`src/design/sorted_interval_table_core_macros.svh`:
```
// Assertion macros shared by the interval table block.
`ifndef SORTED_INTERVAL_TABLE_CORE_MACROS_SVH
`define SORTED_INTERVAL_TABLE_CORE_MACROS_SVH

// Consequent must hold in the cycle after the antecedent
`define SIT_ASSERT_NEXT(lbl, ante, cons, msg) \
  lbl: assert property (@(posedge clk_i) disable iff (!rst_ni) (ante) |=> (cons)) \
    else $error(msg);

// Consequent must hold in the same cycle as the antecedent
`define SIT_ASSERT_NOW(lbl, ante, cons, msg) \
  lbl: assert property (@(posedge clk_i) disable iff (!rst_ni) (ante) |-> (cons)) \
    else $error(msg);

`endif

```
`src/design/sit_pkg.sv`:
```
// Types, constants and codes of the sorted interval table.
`timescale 1ns / 1ps
`default_nettype none
package sit_pkg;

  localparam int CAPACITY = 16;
  localparam int IDX_W    = $clog2(CAPACITY);
  localparam int CNT_W    = $clog2(CAPACITY + 1);

  typedef enum logic [2:0] {
    OP_INSERT = 3'd0,
    OP_RM_IDX = 3'd1,
    OP_LOOKUP = 3'd2,
    OP_RM_ID  = 3'd3,
    OP_MOVE   = 3'd4,
    OP_DUP    = 3'd5
  } op_e;

  typedef enum logic [1:0] {
    ST_OK    = 2'd0,
    ST_FULL  = 2'd1,
    ST_NOTF  = 2'd2,
    ST_MISS  = 2'd3
  } stat_e;

  typedef enum logic [3:0] {
    S_IDLE,
    S_DISPATCH,
    S_FIND,
    S_RCAP,
    S_PSCAN,
    S_MAX0,
    S_MAX,
    S_LK_FWD,
    S_LK_BWD,
    S_LK_BCHK,
    S_DONE
  } ctl_state_e;

  typedef struct packed {
    logic  load;
    logic  ptr_clr;
    logic  ptr_inc;
    logic  ptr_dec;
    logic  ptr_posn;
    logic  ptr_cur;
    logic  ptr_bwd;
    logic  cap;
    logic  cur_set;
    logic  take;
    logic  put;
    logic  prep_ins;
    logic  prep_new;
    logic  best_clr;
    logic  best_acc;
    logic  max_upd;
    logic  res_set;
    stat_e code;
    logic  show;
    logic  out_ld;
  } ctl_cmd_t;

  typedef struct packed {
    logic [2:0] op;
    logic       ptr_lt_cnt;
    logic       ptr_zero;
    logic       full;
    logic       pos_ok;
    logic       pre_miss;
    logic       start_le;
    logic       start_gt;
    logic       hold;
    logic       id_eq;
    logic       out_free;
  } dp_stat_t;

endpackage
`default_nettype wire

```
`src/design/sit_ctrl.sv`:
```
// Controller state machine sequencing the table operations.
`timescale 1ns / 1ps
`default_nettype none
module sit_ctrl
  import sit_pkg::*;
(
  input  wire logic     clk_i,
  input  wire logic     rst_ni,
  input  wire logic     in_valid_i,
  output logic          in_stall_o,
  input  wire dp_stat_t st_i,
  output ctl_cmd_t      cmd_o
);

  ctl_state_e state_q, state_d;

  // State register
  always_ff @(posedge clk_i or negedge rst_ni) begin
    if (!rst_ni) begin
      state_q <= S_IDLE;
    end else begin
      state_q <= state_d;
    end
  end

  assign in_stall_o = (state_q != S_IDLE);

  // Next state and commands
  always_comb begin
    state_d = state_q;
    cmd_o   = '0;
    cmd_o.code = ST_OK;
    unique case (state_q)
      S_IDLE: begin
        if (in_valid_i) begin
          cmd_o.load = 1'b1;
          state_d    = S_DISPATCH;
        end
      end
      S_DISPATCH: begin
        unique case (op_e'(st_i.op))
          OP_INSERT: begin
            if (st_i.full) begin
              cmd_o.res_set = 1'b1;
              cmd_o.code    = ST_FULL;
              state_d       = S_DONE;
            end else begin
              cmd_o.prep_ins = 1'b1;
              cmd_o.prep_new = 1'b1;
              cmd_o.ptr_clr  = 1'b1;
              state_d        = S_PSCAN;
            end
          end
          OP_RM_IDX: begin
            if (st_i.pos_ok) begin
              cmd_o.ptr_posn = 1'b1;
              state_d        = S_RCAP;
            end else begin
              cmd_o.res_set = 1'b1;
              cmd_o.code    = ST_NOTF;
              state_d       = S_DONE;
            end
          end
          OP_LOOKUP: begin
            if (st_i.pre_miss) begin
              cmd_o.res_set = 1'b1;
              cmd_o.code    = ST_MISS;
              state_d       = S_DONE;
            end else begin
              cmd_o.ptr_cur = 1'b1;
              state_d       = S_LK_FWD;
            end
          end
          OP_RM_ID, OP_MOVE, OP_DUP: begin
            cmd_o.ptr_clr = 1'b1;
            state_d       = S_FIND;
          end
          default: begin
            cmd_o.res_set = 1'b1;
            cmd_o.code    = ST_NOTF;
            state_d       = S_DONE;
          end
        endcase
      end
      S_FIND: begin
        if (!st_i.ptr_lt_cnt) begin
          cmd_o.res_set = 1'b1;
          cmd_o.code    = ST_NOTF;
          state_d       = S_DONE;
        end else if (st_i.id_eq) begin
          if (op_e'(st_i.op) == OP_DUP) begin
            if (st_i.full) begin
              cmd_o.res_set = 1'b1;
              cmd_o.code    = ST_FULL;
              state_d       = S_DONE;
            end else begin
              cmd_o.cap      = 1'b1;
              cmd_o.prep_new = 1'b1;
              cmd_o.ptr_clr  = 1'b1;
              state_d        = S_PSCAN;
            end
          end else if (op_e'(st_i.op) == OP_MOVE) begin
            // Drop the entry and place it again at the new start
            cmd_o.cap     = 1'b1;
            cmd_o.take    = 1'b1;
            cmd_o.ptr_clr = 1'b1;
            state_d       = S_PSCAN;
          end else begin
            cmd_o.cap  = 1'b1;
            cmd_o.take = 1'b1;
            state_d    = S_MAX0;
          end
        end else begin
          cmd_o.ptr_inc = 1'b1;
        end
      end
      S_RCAP: begin
        cmd_o.cap  = 1'b1;
        cmd_o.take = 1'b1;
        state_d    = S_MAX0;
      end
      S_PSCAN: begin
        if (st_i.ptr_lt_cnt && st_i.start_le) begin
          cmd_o.ptr_inc = 1'b1;
        end else begin
          cmd_o.put = 1'b1;
          state_d   = S_MAX0;
        end
      end
      S_MAX0: begin
        cmd_o.ptr_clr  = 1'b1;
        cmd_o.best_clr = 1'b1;
        state_d        = S_MAX;
      end
      S_MAX: begin
        if (st_i.ptr_lt_cnt) begin
          cmd_o.best_acc = 1'b1;
          cmd_o.ptr_inc  = 1'b1;
        end else begin
          cmd_o.max_upd = 1'b1;
          cmd_o.res_set = 1'b1;
          cmd_o.show    = 1'b1;
          state_d       = S_DONE;
        end
      end
      S_LK_FWD: begin
        if (!st_i.ptr_lt_cnt || st_i.start_gt) begin
          cmd_o.ptr_bwd = 1'b1;
          state_d       = S_LK_BWD;
        end else if (st_i.hold) begin
          cmd_o.cap     = 1'b1;
          cmd_o.cur_set = 1'b1;
          cmd_o.res_set = 1'b1;
          cmd_o.show    = 1'b1;
          state_d       = S_DONE;
        end else begin
          cmd_o.ptr_inc = 1'b1;
        end
      end
      S_LK_BWD: begin
        if (st_i.ptr_zero) begin
          cmd_o.res_set = 1'b1;
          cmd_o.code    = ST_MISS;
          state_d       = S_DONE;
        end else begin
          cmd_o.ptr_dec = 1'b1;
          state_d       = S_LK_BCHK;
        end
      end
      S_LK_BCHK: begin
        if (st_i.hold) begin
          cmd_o.cap     = 1'b1;
          cmd_o.cur_set = 1'b1;
          cmd_o.res_set = 1'b1;
          cmd_o.show    = 1'b1;
          state_d       = S_DONE;
        end else begin
          state_d = S_LK_BWD;
        end
      end
      S_DONE: begin
        if (st_i.out_free) begin
          cmd_o.out_ld = 1'b1;
          state_d      = S_IDLE;
        end
      end
      default: state_d = S_IDLE;
    endcase
  end

endmodule
`default_nettype wire

```
`src/design/sit_datapath.sv`:
```
// Datapath: entry registers, scan pointer, counters and result register.
`timescale 1ns / 1ps
`default_nettype none
module sit_datapath
  import sit_pkg::*;
(
  input  wire logic        clk_i,
  input  wire logic        rst_ni,
  input  wire ctl_cmd_t    cmd_i,
  output dp_stat_t         st_o,
  input  wire logic [2:0]  opcode_i,
  input  wire logic [30:0] time_value_i,
  input  wire logic [30:0] duration_i,
  input  wire logic [7:0]  position_i,
  input  wire logic [31:0] clip_key_i,
  output logic             out_valid_o,
  input  wire logic        out_stall_i,
  output logic [1:0]       status_o,
  output logic [7:0]       entry_index_o,
  output logic [31:0]      entry_id_o,
  output logic [30:0]      entry_start_o,
  output logic [30:0]      entry_length_o,
  output logic [31:0]      max_end_o
);

  logic [30:0] st_q [CAPACITY];
  logic [30:0] ln_q [CAPACITY];
  logic [31:0] id_q [CAPACITY];

  logic [2:0]       op_q;
  logic [30:0]      t_q, dur_q;
  logic [7:0]       posn_q;
  logic [31:0]      key_q;
  logic [CNT_W-1:0] cnt_q, ptr_q;
  logic [IDX_W-1:0] cur_q, e_idx_q;
  logic [31:0]      nid_q, maxe_q, best_q, e_id_q;
  logic [30:0]      e_start_q, e_len_q;
  stat_e            code_q;
  logic             show_q, out_valid_q;

  logic [IDX_W-1:0] ra;
  logic [30:0]      rd_st, rd_ln;
  logic [31:0]      rd_id, rd_end;
  logic [CNT_W-1:0] cnt_dec;
  logic             cur_lt_cnt;

  assign ra      = ptr_q[IDX_W-1:0];
  assign rd_st   = st_q[ra];
  assign rd_ln   = ln_q[ra];
  assign rd_id   = id_q[ra];
  assign rd_end  = {1'b0, rd_st} + {1'b0, rd_ln};
  assign cnt_dec = cnt_q - CNT_W'(1);
  assign cur_lt_cnt = (32'(cur_q) < 32'(cnt_q));

  // Status towards the controller
  always_comb begin
    st_o.op         = op_q;
    st_o.ptr_lt_cnt = (ptr_q < cnt_q);
    st_o.ptr_zero   = (ptr_q == '0);
    st_o.full       = (cnt_q == CNT_W'(CAPACITY));
    st_o.pos_ok     = (32'(posn_q) < 32'(cnt_q));
    st_o.pre_miss   = (cnt_q == '0) || (t_q < st_q[0]) || ({1'b0, t_q} >= maxe_q);
    st_o.start_le   = (rd_st <= t_q);
    st_o.start_gt   = (t_q < rd_st);
    st_o.hold       = (t_q >= rd_st) && ({1'b0, t_q} < rd_end);
    st_o.id_eq      = (rd_id == key_q);
    st_o.out_free   = !out_valid_q || !out_stall_i;
  end

  // Entry storage: parallel shift on insert and removal
  always_ff @(posedge clk_i) begin
    for (int j = 0; j < CAPACITY; j++) begin
      if (cmd_i.put) begin
        if (j == 32'(ptr_q)) begin
          st_q[j] <= t_q;
          ln_q[j] <= e_len_q;
          id_q[j] <= e_id_q;
        end else if (j > 32'(ptr_q) && j <= 32'(cnt_q)) begin
          st_q[j] <= st_q[(j > 0) ? j - 1 : 0];
          ln_q[j] <= ln_q[(j > 0) ? j - 1 : 0];
          id_q[j] <= id_q[(j > 0) ? j - 1 : 0];
        end
      end else if (cmd_i.take) begin
        if (j >= 32'(ptr_q) && j < CAPACITY - 1) begin
          st_q[j] <= st_q[(j < CAPACITY - 1) ? j + 1 : j];
          ln_q[j] <= ln_q[(j < CAPACITY - 1) ? j + 1 : j];
          id_q[j] <= id_q[(j < CAPACITY - 1) ? j + 1 : j];
        end
      end
    end
  end

  // Latched request and captured entry
  always_ff @(posedge clk_i) begin
    if (cmd_i.load) begin
      op_q   <= opcode_i;
      t_q    <= time_value_i;
      dur_q  <= duration_i;
      posn_q <= position_i;
      key_q  <= clip_key_i;
    end
    if (cmd_i.cap) begin
      e_idx_q   <= ra;
      e_start_q <= rd_st;
      e_len_q   <= rd_ln;
    end
    if (cmd_i.prep_ins) begin
      e_len_q <= dur_q;
    end
    if (cmd_i.prep_new) begin
      e_id_q <= nid_q;
    end else if (cmd_i.cap) begin
      e_id_q <= rd_id;
    end
    if (cmd_i.put) begin
      e_idx_q   <= ra;
      e_start_q <= t_q;
    end
    if (cmd_i.best_clr) begin
      best_q <= '0;
    end else if (cmd_i.best_acc && rd_end > best_q) begin
      best_q <= rd_end;
    end
    if (cmd_i.res_set) begin
      code_q <= cmd_i.code;
      show_q <= cmd_i.show;
    end
    if (cmd_i.out_ld) begin
      status_o       <= code_q;
      entry_index_o  <= show_q ? 8'(e_idx_q) : '0;
      entry_id_o     <= show_q ? e_id_q : '0;
      entry_start_o  <= show_q ? e_start_q : '0;
      entry_length_o <= show_q ? e_len_q : '0;
      max_end_o      <= maxe_q;
    end
  end

  // Control state: count, cursor, pointer, id counter, max end, output valid
  always_ff @(posedge clk_i or negedge rst_ni) begin
    if (!rst_ni) begin
      cnt_q       <= '0;
      cur_q       <= '0;
      ptr_q       <= '0;
      nid_q       <= 32'd1;
      maxe_q      <= '0;
      out_valid_q <= 1'b0;
    end else begin
      priority if (cmd_i.ptr_clr) begin
        ptr_q <= '0;
      end else if (cmd_i.ptr_inc) begin
        ptr_q <= ptr_q + CNT_W'(1);
      end else if (cmd_i.ptr_dec) begin
        ptr_q <= ptr_q - CNT_W'(1);
      end else if (cmd_i.ptr_posn) begin
        ptr_q <= CNT_W'(posn_q);
      end else if (cmd_i.ptr_cur) begin
        ptr_q <= cur_lt_cnt ? CNT_W'(cur_q) : '0;
      end else if (cmd_i.ptr_bwd) begin
        ptr_q <= cur_lt_cnt ? CNT_W'(cur_q) : cnt_q;
      end
      if (cmd_i.put) begin
        cnt_q <= cnt_q + CNT_W'(1);
      end else if (cmd_i.take) begin
        cnt_q <= cnt_dec;
        // Clamp cursor into the shrunken table
        if (32'(cur_q) >= 32'(cnt_dec)) begin
          cur_q <= (cnt_dec == '0) ? '0 : IDX_W'(cnt_dec - CNT_W'(1));
        end
      end
      if (cmd_i.cur_set) begin
        cur_q <= ra;
      end
      if (cmd_i.prep_new) begin
        nid_q <= nid_q + 32'd1;
      end
      if (cmd_i.max_upd) begin
        maxe_q <= best_q;
      end
      if (cmd_i.out_ld) begin
        out_valid_q <= 1'b1;
      end else if (!out_stall_i) begin
        out_valid_q <= 1'b0;
      end
    end
  end

  assign out_valid_o = out_valid_q;

endmodule
`default_nettype wire

```
`src/design/sorted_interval_table_core.sv`:
```
// Top level of the sorted interval table: controller plus datapath.
//
//   channel | direction | handshake            | fields
//   in      | in        | in_valid_i/in_stall_o | opcode, time, duration, position, key
//   out     | out       | out_valid_o/out_stall_i | status, index, id, start, length, max end
//
// One item at a time: no new item is taken until the result of the last one
// is registered. A move runs longest (id search, insert scan and max-end pass
// at one entry a cycle; a lookup's backward walk steps and then checks each entry).
// Reset clears count, cursor and max end and sets the id counter to one.
// A result held by out_stall_i stalls the next item at its end; the next
// item is taken as soon as the result is registered.
`timescale 1ns / 1ps
`default_nettype none
`include "sorted_interval_table_core_macros.svh"
module sorted_interval_table_core
  import sit_pkg::*;
(
  input  wire logic        clk_i,
  input  wire logic        rst_ni,
  input  wire logic        in_valid_i,
  output logic             in_stall_o,
  input  wire logic [2:0]  opcode_i,
  input  wire logic [30:0] time_value_i,
  input  wire logic [30:0] duration_i,
  input  wire logic [7:0]  position_i,
  input  wire logic [31:0] clip_key_i,
  output logic             out_valid_o,
  input  wire logic        out_stall_i,
  output logic [1:0]       status_o,
  output logic [7:0]       entry_index_o,
  output logic [31:0]      entry_id_o,
  output logic [30:0]      entry_start_o,
  output logic [30:0]      entry_length_o,
  output logic [31:0]      max_end_o
);

  ctl_cmd_t cmd;
  dp_stat_t dp_st;

  sit_ctrl u_ctrl (
    .clk_i      (clk_i),
    .rst_ni     (rst_ni),
    .in_valid_i (in_valid_i),
    .in_stall_o (in_stall_o),
    .st_i       (dp_st),
    .cmd_o      (cmd)
  );

  sit_datapath u_dp (
    .clk_i          (clk_i),
    .rst_ni         (rst_ni),
    .cmd_i          (cmd),
    .st_o           (dp_st),
    .opcode_i       (opcode_i),
    .time_value_i   (time_value_i),
    .duration_i     (duration_i),
    .position_i     (position_i),
    .clip_key_i     (clip_key_i),
    .out_valid_o    (out_valid_o),
    .out_stall_i    (out_stall_i),
    .status_o       (status_o),
    .entry_index_o  (entry_index_o),
    .entry_id_o     (entry_id_o),
    .entry_start_o  (entry_start_o),
    .entry_length_o (entry_length_o),
    .max_end_o      (max_end_o)
  );

  // Block is busy in the cycle after a transfer in
  `SIT_ASSERT_NEXT(a_busy_after_in, in_valid_i && !in_stall_o, in_stall_o, "not busy after transfer")

  // Failed operations carry no entry
  `SIT_ASSERT_NOW(a_fail_clears, out_valid_o && status_o != ST_OK, entry_id_o == 32'd0 && entry_index_o == 8'd0, "failed result carries entry")

  // An insert never writes into a full table
  `SIT_ASSERT_NOW(a_put_room, cmd.put, !dp_st.full, "insert into full table")

endmodule
`default_nettype wire

```
`config.mk`:
```
export PLATFORM = sky130hd
export DESIGN_NAME = sorted_interval_table_core
export DESIGN_NICKNAME = d
export VERILOG_FILES = /design/src/design/sit_pkg.sv /design/src/design/sit_ctrl.sv /design/src/design/sit_datapath.sv /design/src/design/sorted_interval_table_core.sv
export VERILOG_INCLUDE_DIRS = /design/src /design/src/design
export SDC_FILE = /design/constraint.sdc
export NUM_CORES = 2
export LEC_CHECK = 0
export BUFFER_PORTS_ARGS = -buffer_cell sky130_fd_sc_hd__buf_2
export CORE_MARGIN = 3
export CORE_UTILIZATION = 38
export CTS_CLUSTER_DIAMETER = 50
export CTS_CLUSTER_SIZE = 25
export DETAILED_ROUTE_END_ITERATION = 10
export PLACE_DENSITY = 0.6
export SYNTH_ARGS = -nofsm -noshare
export SYNTH_HDL_FRONTEND = slang
export SYNTH_SLANG_ARGS = --single-unit
export TNS_END_PERCENT = 10
```
`constraint.sdc`:
```
create_clock -name clk_i -period 12.4 [get_ports clk_i]
set_clock_uncertainty 0.1 [all_clocks]
set_input_delay 2.48 -clock clk_i [delete_from_list [all_inputs] [get_ports clk_i]]
set_output_delay 2.48 -clock clk_i [all_outputs]
set_load 0.02 [all_outputs]
```
==> summary.txt <==
Worst setup path
  – Critical path class: flop to flop
  – Crit. Startpoint: u_dp.ptr_q[2]
  – CP Max Fanout: between 50 and 60
  – FF-to-FF path depth: 26
  – Worst EP required: around 13 ns
  – Reg2reg setup slack: approximately 2.2 ns
  – Worst setup SP type: flop
  – Crit end category: flop
  – CP Data Arrival Time: about 11 ns
  – RR Endpoint: u_dp.e_start_q[13]
  – Reg-to-Reg Start: u_dp.ptr_q[2]

Timing
  – Fin crit share: 81.92%
  – Final setup TNS: 0 ns
  – Max_slew headroom: between 7 and 8%
  – RSZ-0062 raised after global routing: false
  – Fin crit period: 10.16 ns
  – Hold Vio Cnt, Final: 0
  – Worst Tran Pin Value: between 1 and 1.5 ns
  – Fmax: 0.09845 GHz
  – Fin. max-slew vios: 0
  – Final setup viols: 0

Finish
  – Share of cells above drive strength 1: 16.69%
  – Finished Core Util: between 40% and 50%
  – Design area: approximately 120,000 um2
  – NumNets Final: between 9,000 and 10,000
  – Layout area overhead: 12.42%

Synth
  – Synthesized area: 110,900 um2
  – Most used DFF post-synth: edfxtp_1
  – Ys async rst share: 4.241%
  – EDFF count, synth: 1,842
  – Synth area leader: edfxtp_1
  – Syn Inst Count: 9,343
  – Yosys top cell area share: 49.88%
  – Synth area leaders: edfxtp_1 50%, mux2i_1 13%, mux4_2 8.6%, o21ai_0 5.4%, nand2_1 4.5%
  – Count leader, synth: edfxtp_1
  – FF+latch count, synth: ~2,000
  – Sequential fraction of the synthesis area: 52.33%
  – Yosys warnings: 0
  – Most common library cells after synthesis: 1,842 x edfxtp_1, 1,396 x mux2i_1, 1,344 x nand2_1
  – Synth unique cells: 87
  – Synthesized area per cell: 11.87 um2

Routing
  – Drt total wl: around 420,000 um
  – Vias after detailed routing: 83,660
  – Post-route antenna net violation count: 0
  – Iteration-0 DRC count of the detailed router: 12,390
  – Drt first pass iters: 6
  – Residual DRC: 0
  – Avg WL per Cell: 31.48 um
  – DR vias/cell: 6.267

Clock network
  – Clock Latency Late Sink: 0.97 ns
  – Clock sink total: 1,957
  – CTS clk-pin slew, worst paths: 0.06 ns
  – Post-CTS Setup Repair Bufs: 0
  – TritonCTS buffer count: 268
  – Root Driver: clkbuf_16
  – Clk buf depth: 4
  – Post_cts resized: 0
  – H-tree depth: 5
  – TritonCTS clock tree: built
  – Hold Buf Count CTS: 0

Global routing
  – GR met2 Demand/Resource: 40.85%
  – Met1 Use GR: 36.89%
  – GR Layer Usage met3: 6.393%
  – GR peak layer: met2
  – Global route total overflow: 0
  – First-pass GRT wire length: 594,200 um
  – Total track usage: 27.12%
  – Antenna violations before repair: 29
  – Vias in the first global route: 80,680
  – Largest net degree at the start of global routing: about 190

Floorplanning
  – Row count: around 200
  – CORE AREA: 289,100 um2
  – Vert. Die Dim: ~550 um
  – Ports: 247
  – Initial Util: 38.35%
  – Die span in x: roughly 550 um
  – Die Area: 298,300 um2

Run
  – Max-cap violations: 0

Placement
  – Count of input and output buffers: 242
  – GP Congestion: between 0.9 and 1
  – Placed instance area: 115,500 um2
  – Dpl hpwl: 242,800 um

Worst hold path
  – Min-Delay Endpoint: u_dp.max_end_o[15]
  – WHS Path Cells: 0
  – Hold Startpoint: u_dp.maxe_q[15]
  – Hold Crit Class: flop to flop

Run status
  – Status: complete, no violations
==> cells by family after synthesis <==
family                     Yosys count  synth area share, %
AOI/OAI and AO/OA                 1909                9.246
xor gates and xnor gates           128                1.036
adders and majority gates          211                2.385
buffers and inverters              996                3.823
DFF                               1957                52.33
muxes                             1998                23.02
other                                1             0.003382
and+or+nand+nor                   2143                8.152
==> critical path, stage by stage, from the launching register on <==
cell and delay (ns):
dfrtp_4 1.05, buf_4 0.75, mux4_2 0.41, mux4_2 0.66, ha_1 0.39, nor2b_1 0.16
o2111ai_1 0.24, a211oi_1 0.19, o41ai_1 0.77, o21ai_0 0.41, a2111oi_0 0.51, o21bai_1 0.14
a21oi_1 0.22, xnor2_1 0.31, inv_1 0.11, ha_1 0.31, nand3_1 0.11, nor2_1 0.13
o21a_1 0.19, nand2_1 0.07, nor4b_1 0.28, nor4_1 0.12, a31oi_1 0.48, a21o_1 0.33
and3_1 0.37, nand2_2 0.54, buf_4 0.45
==> layout by cell type (no fill, tap or decap), types with 64 or more instances in the layout <==
| master | count |
|---|---|
| edfxtp_1 | 1842 |
| mux2i_1 | 1396 |
| nand2_1 | 1343 |
| o21ai_0 | 1201 |
| mux4_2 | 424 |
| a21oi_1 | 404 |
| nor2_1 | 393 |
| clkbuf_16 | 270 |
| buf_2 | 241 |
| ha_1 | 209 |
| inv_1 | 180 |
| buf_4 | 179 |
| mux2_2 | 172 |
| and2_1 | 103 |
| dfrtp_1 | 78 |
| xnor2_1 | 74 |
| o21ai_1 | 66 |
| nand3_1 | 64 |
==> stage by stage <==
step | hold slack, ns | setup WS, ns | std cells
3_5_place_dp | 0.3572 | 2.645 | 12860
2_1_floorplan | 0.3003 | -0.3691 | 9346
5_1_grt | 0.3542 | 1.862 | 13340
3_3_place_gp | 0.3616 | 2.613 | 12860
4_1_cts | 0.3311 | 2.507 | 13340
6_report | 0.3362 | 2.242 | 13350
==> area by class of cell <==
class                           instances  area (um2)
Antenna cell                            7       17.52
Clock buffer                          280        6814
Clock inverter                        207        2311
Fill cell                           26480      164500
Inverter                              186       705.7
Multi-Input combinational cell       6393       48980
Sequential cell                      1957       58050
Tap cell                             3880        4855
Timing Repair Buffer                  439        2930
==> flip-flops by register name, summed over array words and instances (netlist names), 3 cells and up <==
name	count
u_dp.t_q	31
u_dp.ln_q	496
u_dp.posn_q	8
u_ctrl.state_q	4
u_dp.maxe_q	32
u_dp.entry_index_o	4
u_dp.cnt_q	5
u_dp.entry_id_o	32
u_dp.dur_q	31
u_dp.e_idx_q	4
u_dp.best_q	32
u_dp.nid_q	32
u_dp.entry_length_o	31
u_dp.cur_q	4
u_dp.e_start_q	31
u_dp.id_q	512
u_dp.e_id_q	32
u_dp.key_q	32
u_dp.st_q	496
u_dp.ptr_q	5
u_dp.max_end_o	32
u_dp.op_q	3
u_dp.e_len_q	31
u_dp.entry_start_o	31
==> worst max path at each step <==
stage                               to  slack, ns
global route        u_dp.e_start_q[14]       1.86
floorplan              u_dp.id_q[6][0]      -0.37
detailed placement   u_dp.e_start_q[6]       2.65
global placement     u_dp.e_start_q[2]       2.61
finish              u_dp.e_start_q[13]       2.24
CTS                 u_dp.e_start_q[13]       2.51
==> metal layers <==
metal | share of wire, % | vias up
met5 | 0.0067 | -
met4 | 5.2 | 4
met3 | 12 | 1082
met1 | 39 | 41870
met2 | 44 | 5964
li1 | - | 34730
Power is left out: the tool's default activity adds up to more than one toggle a clock period on the data nets, which glitch-free logic cannot reach.
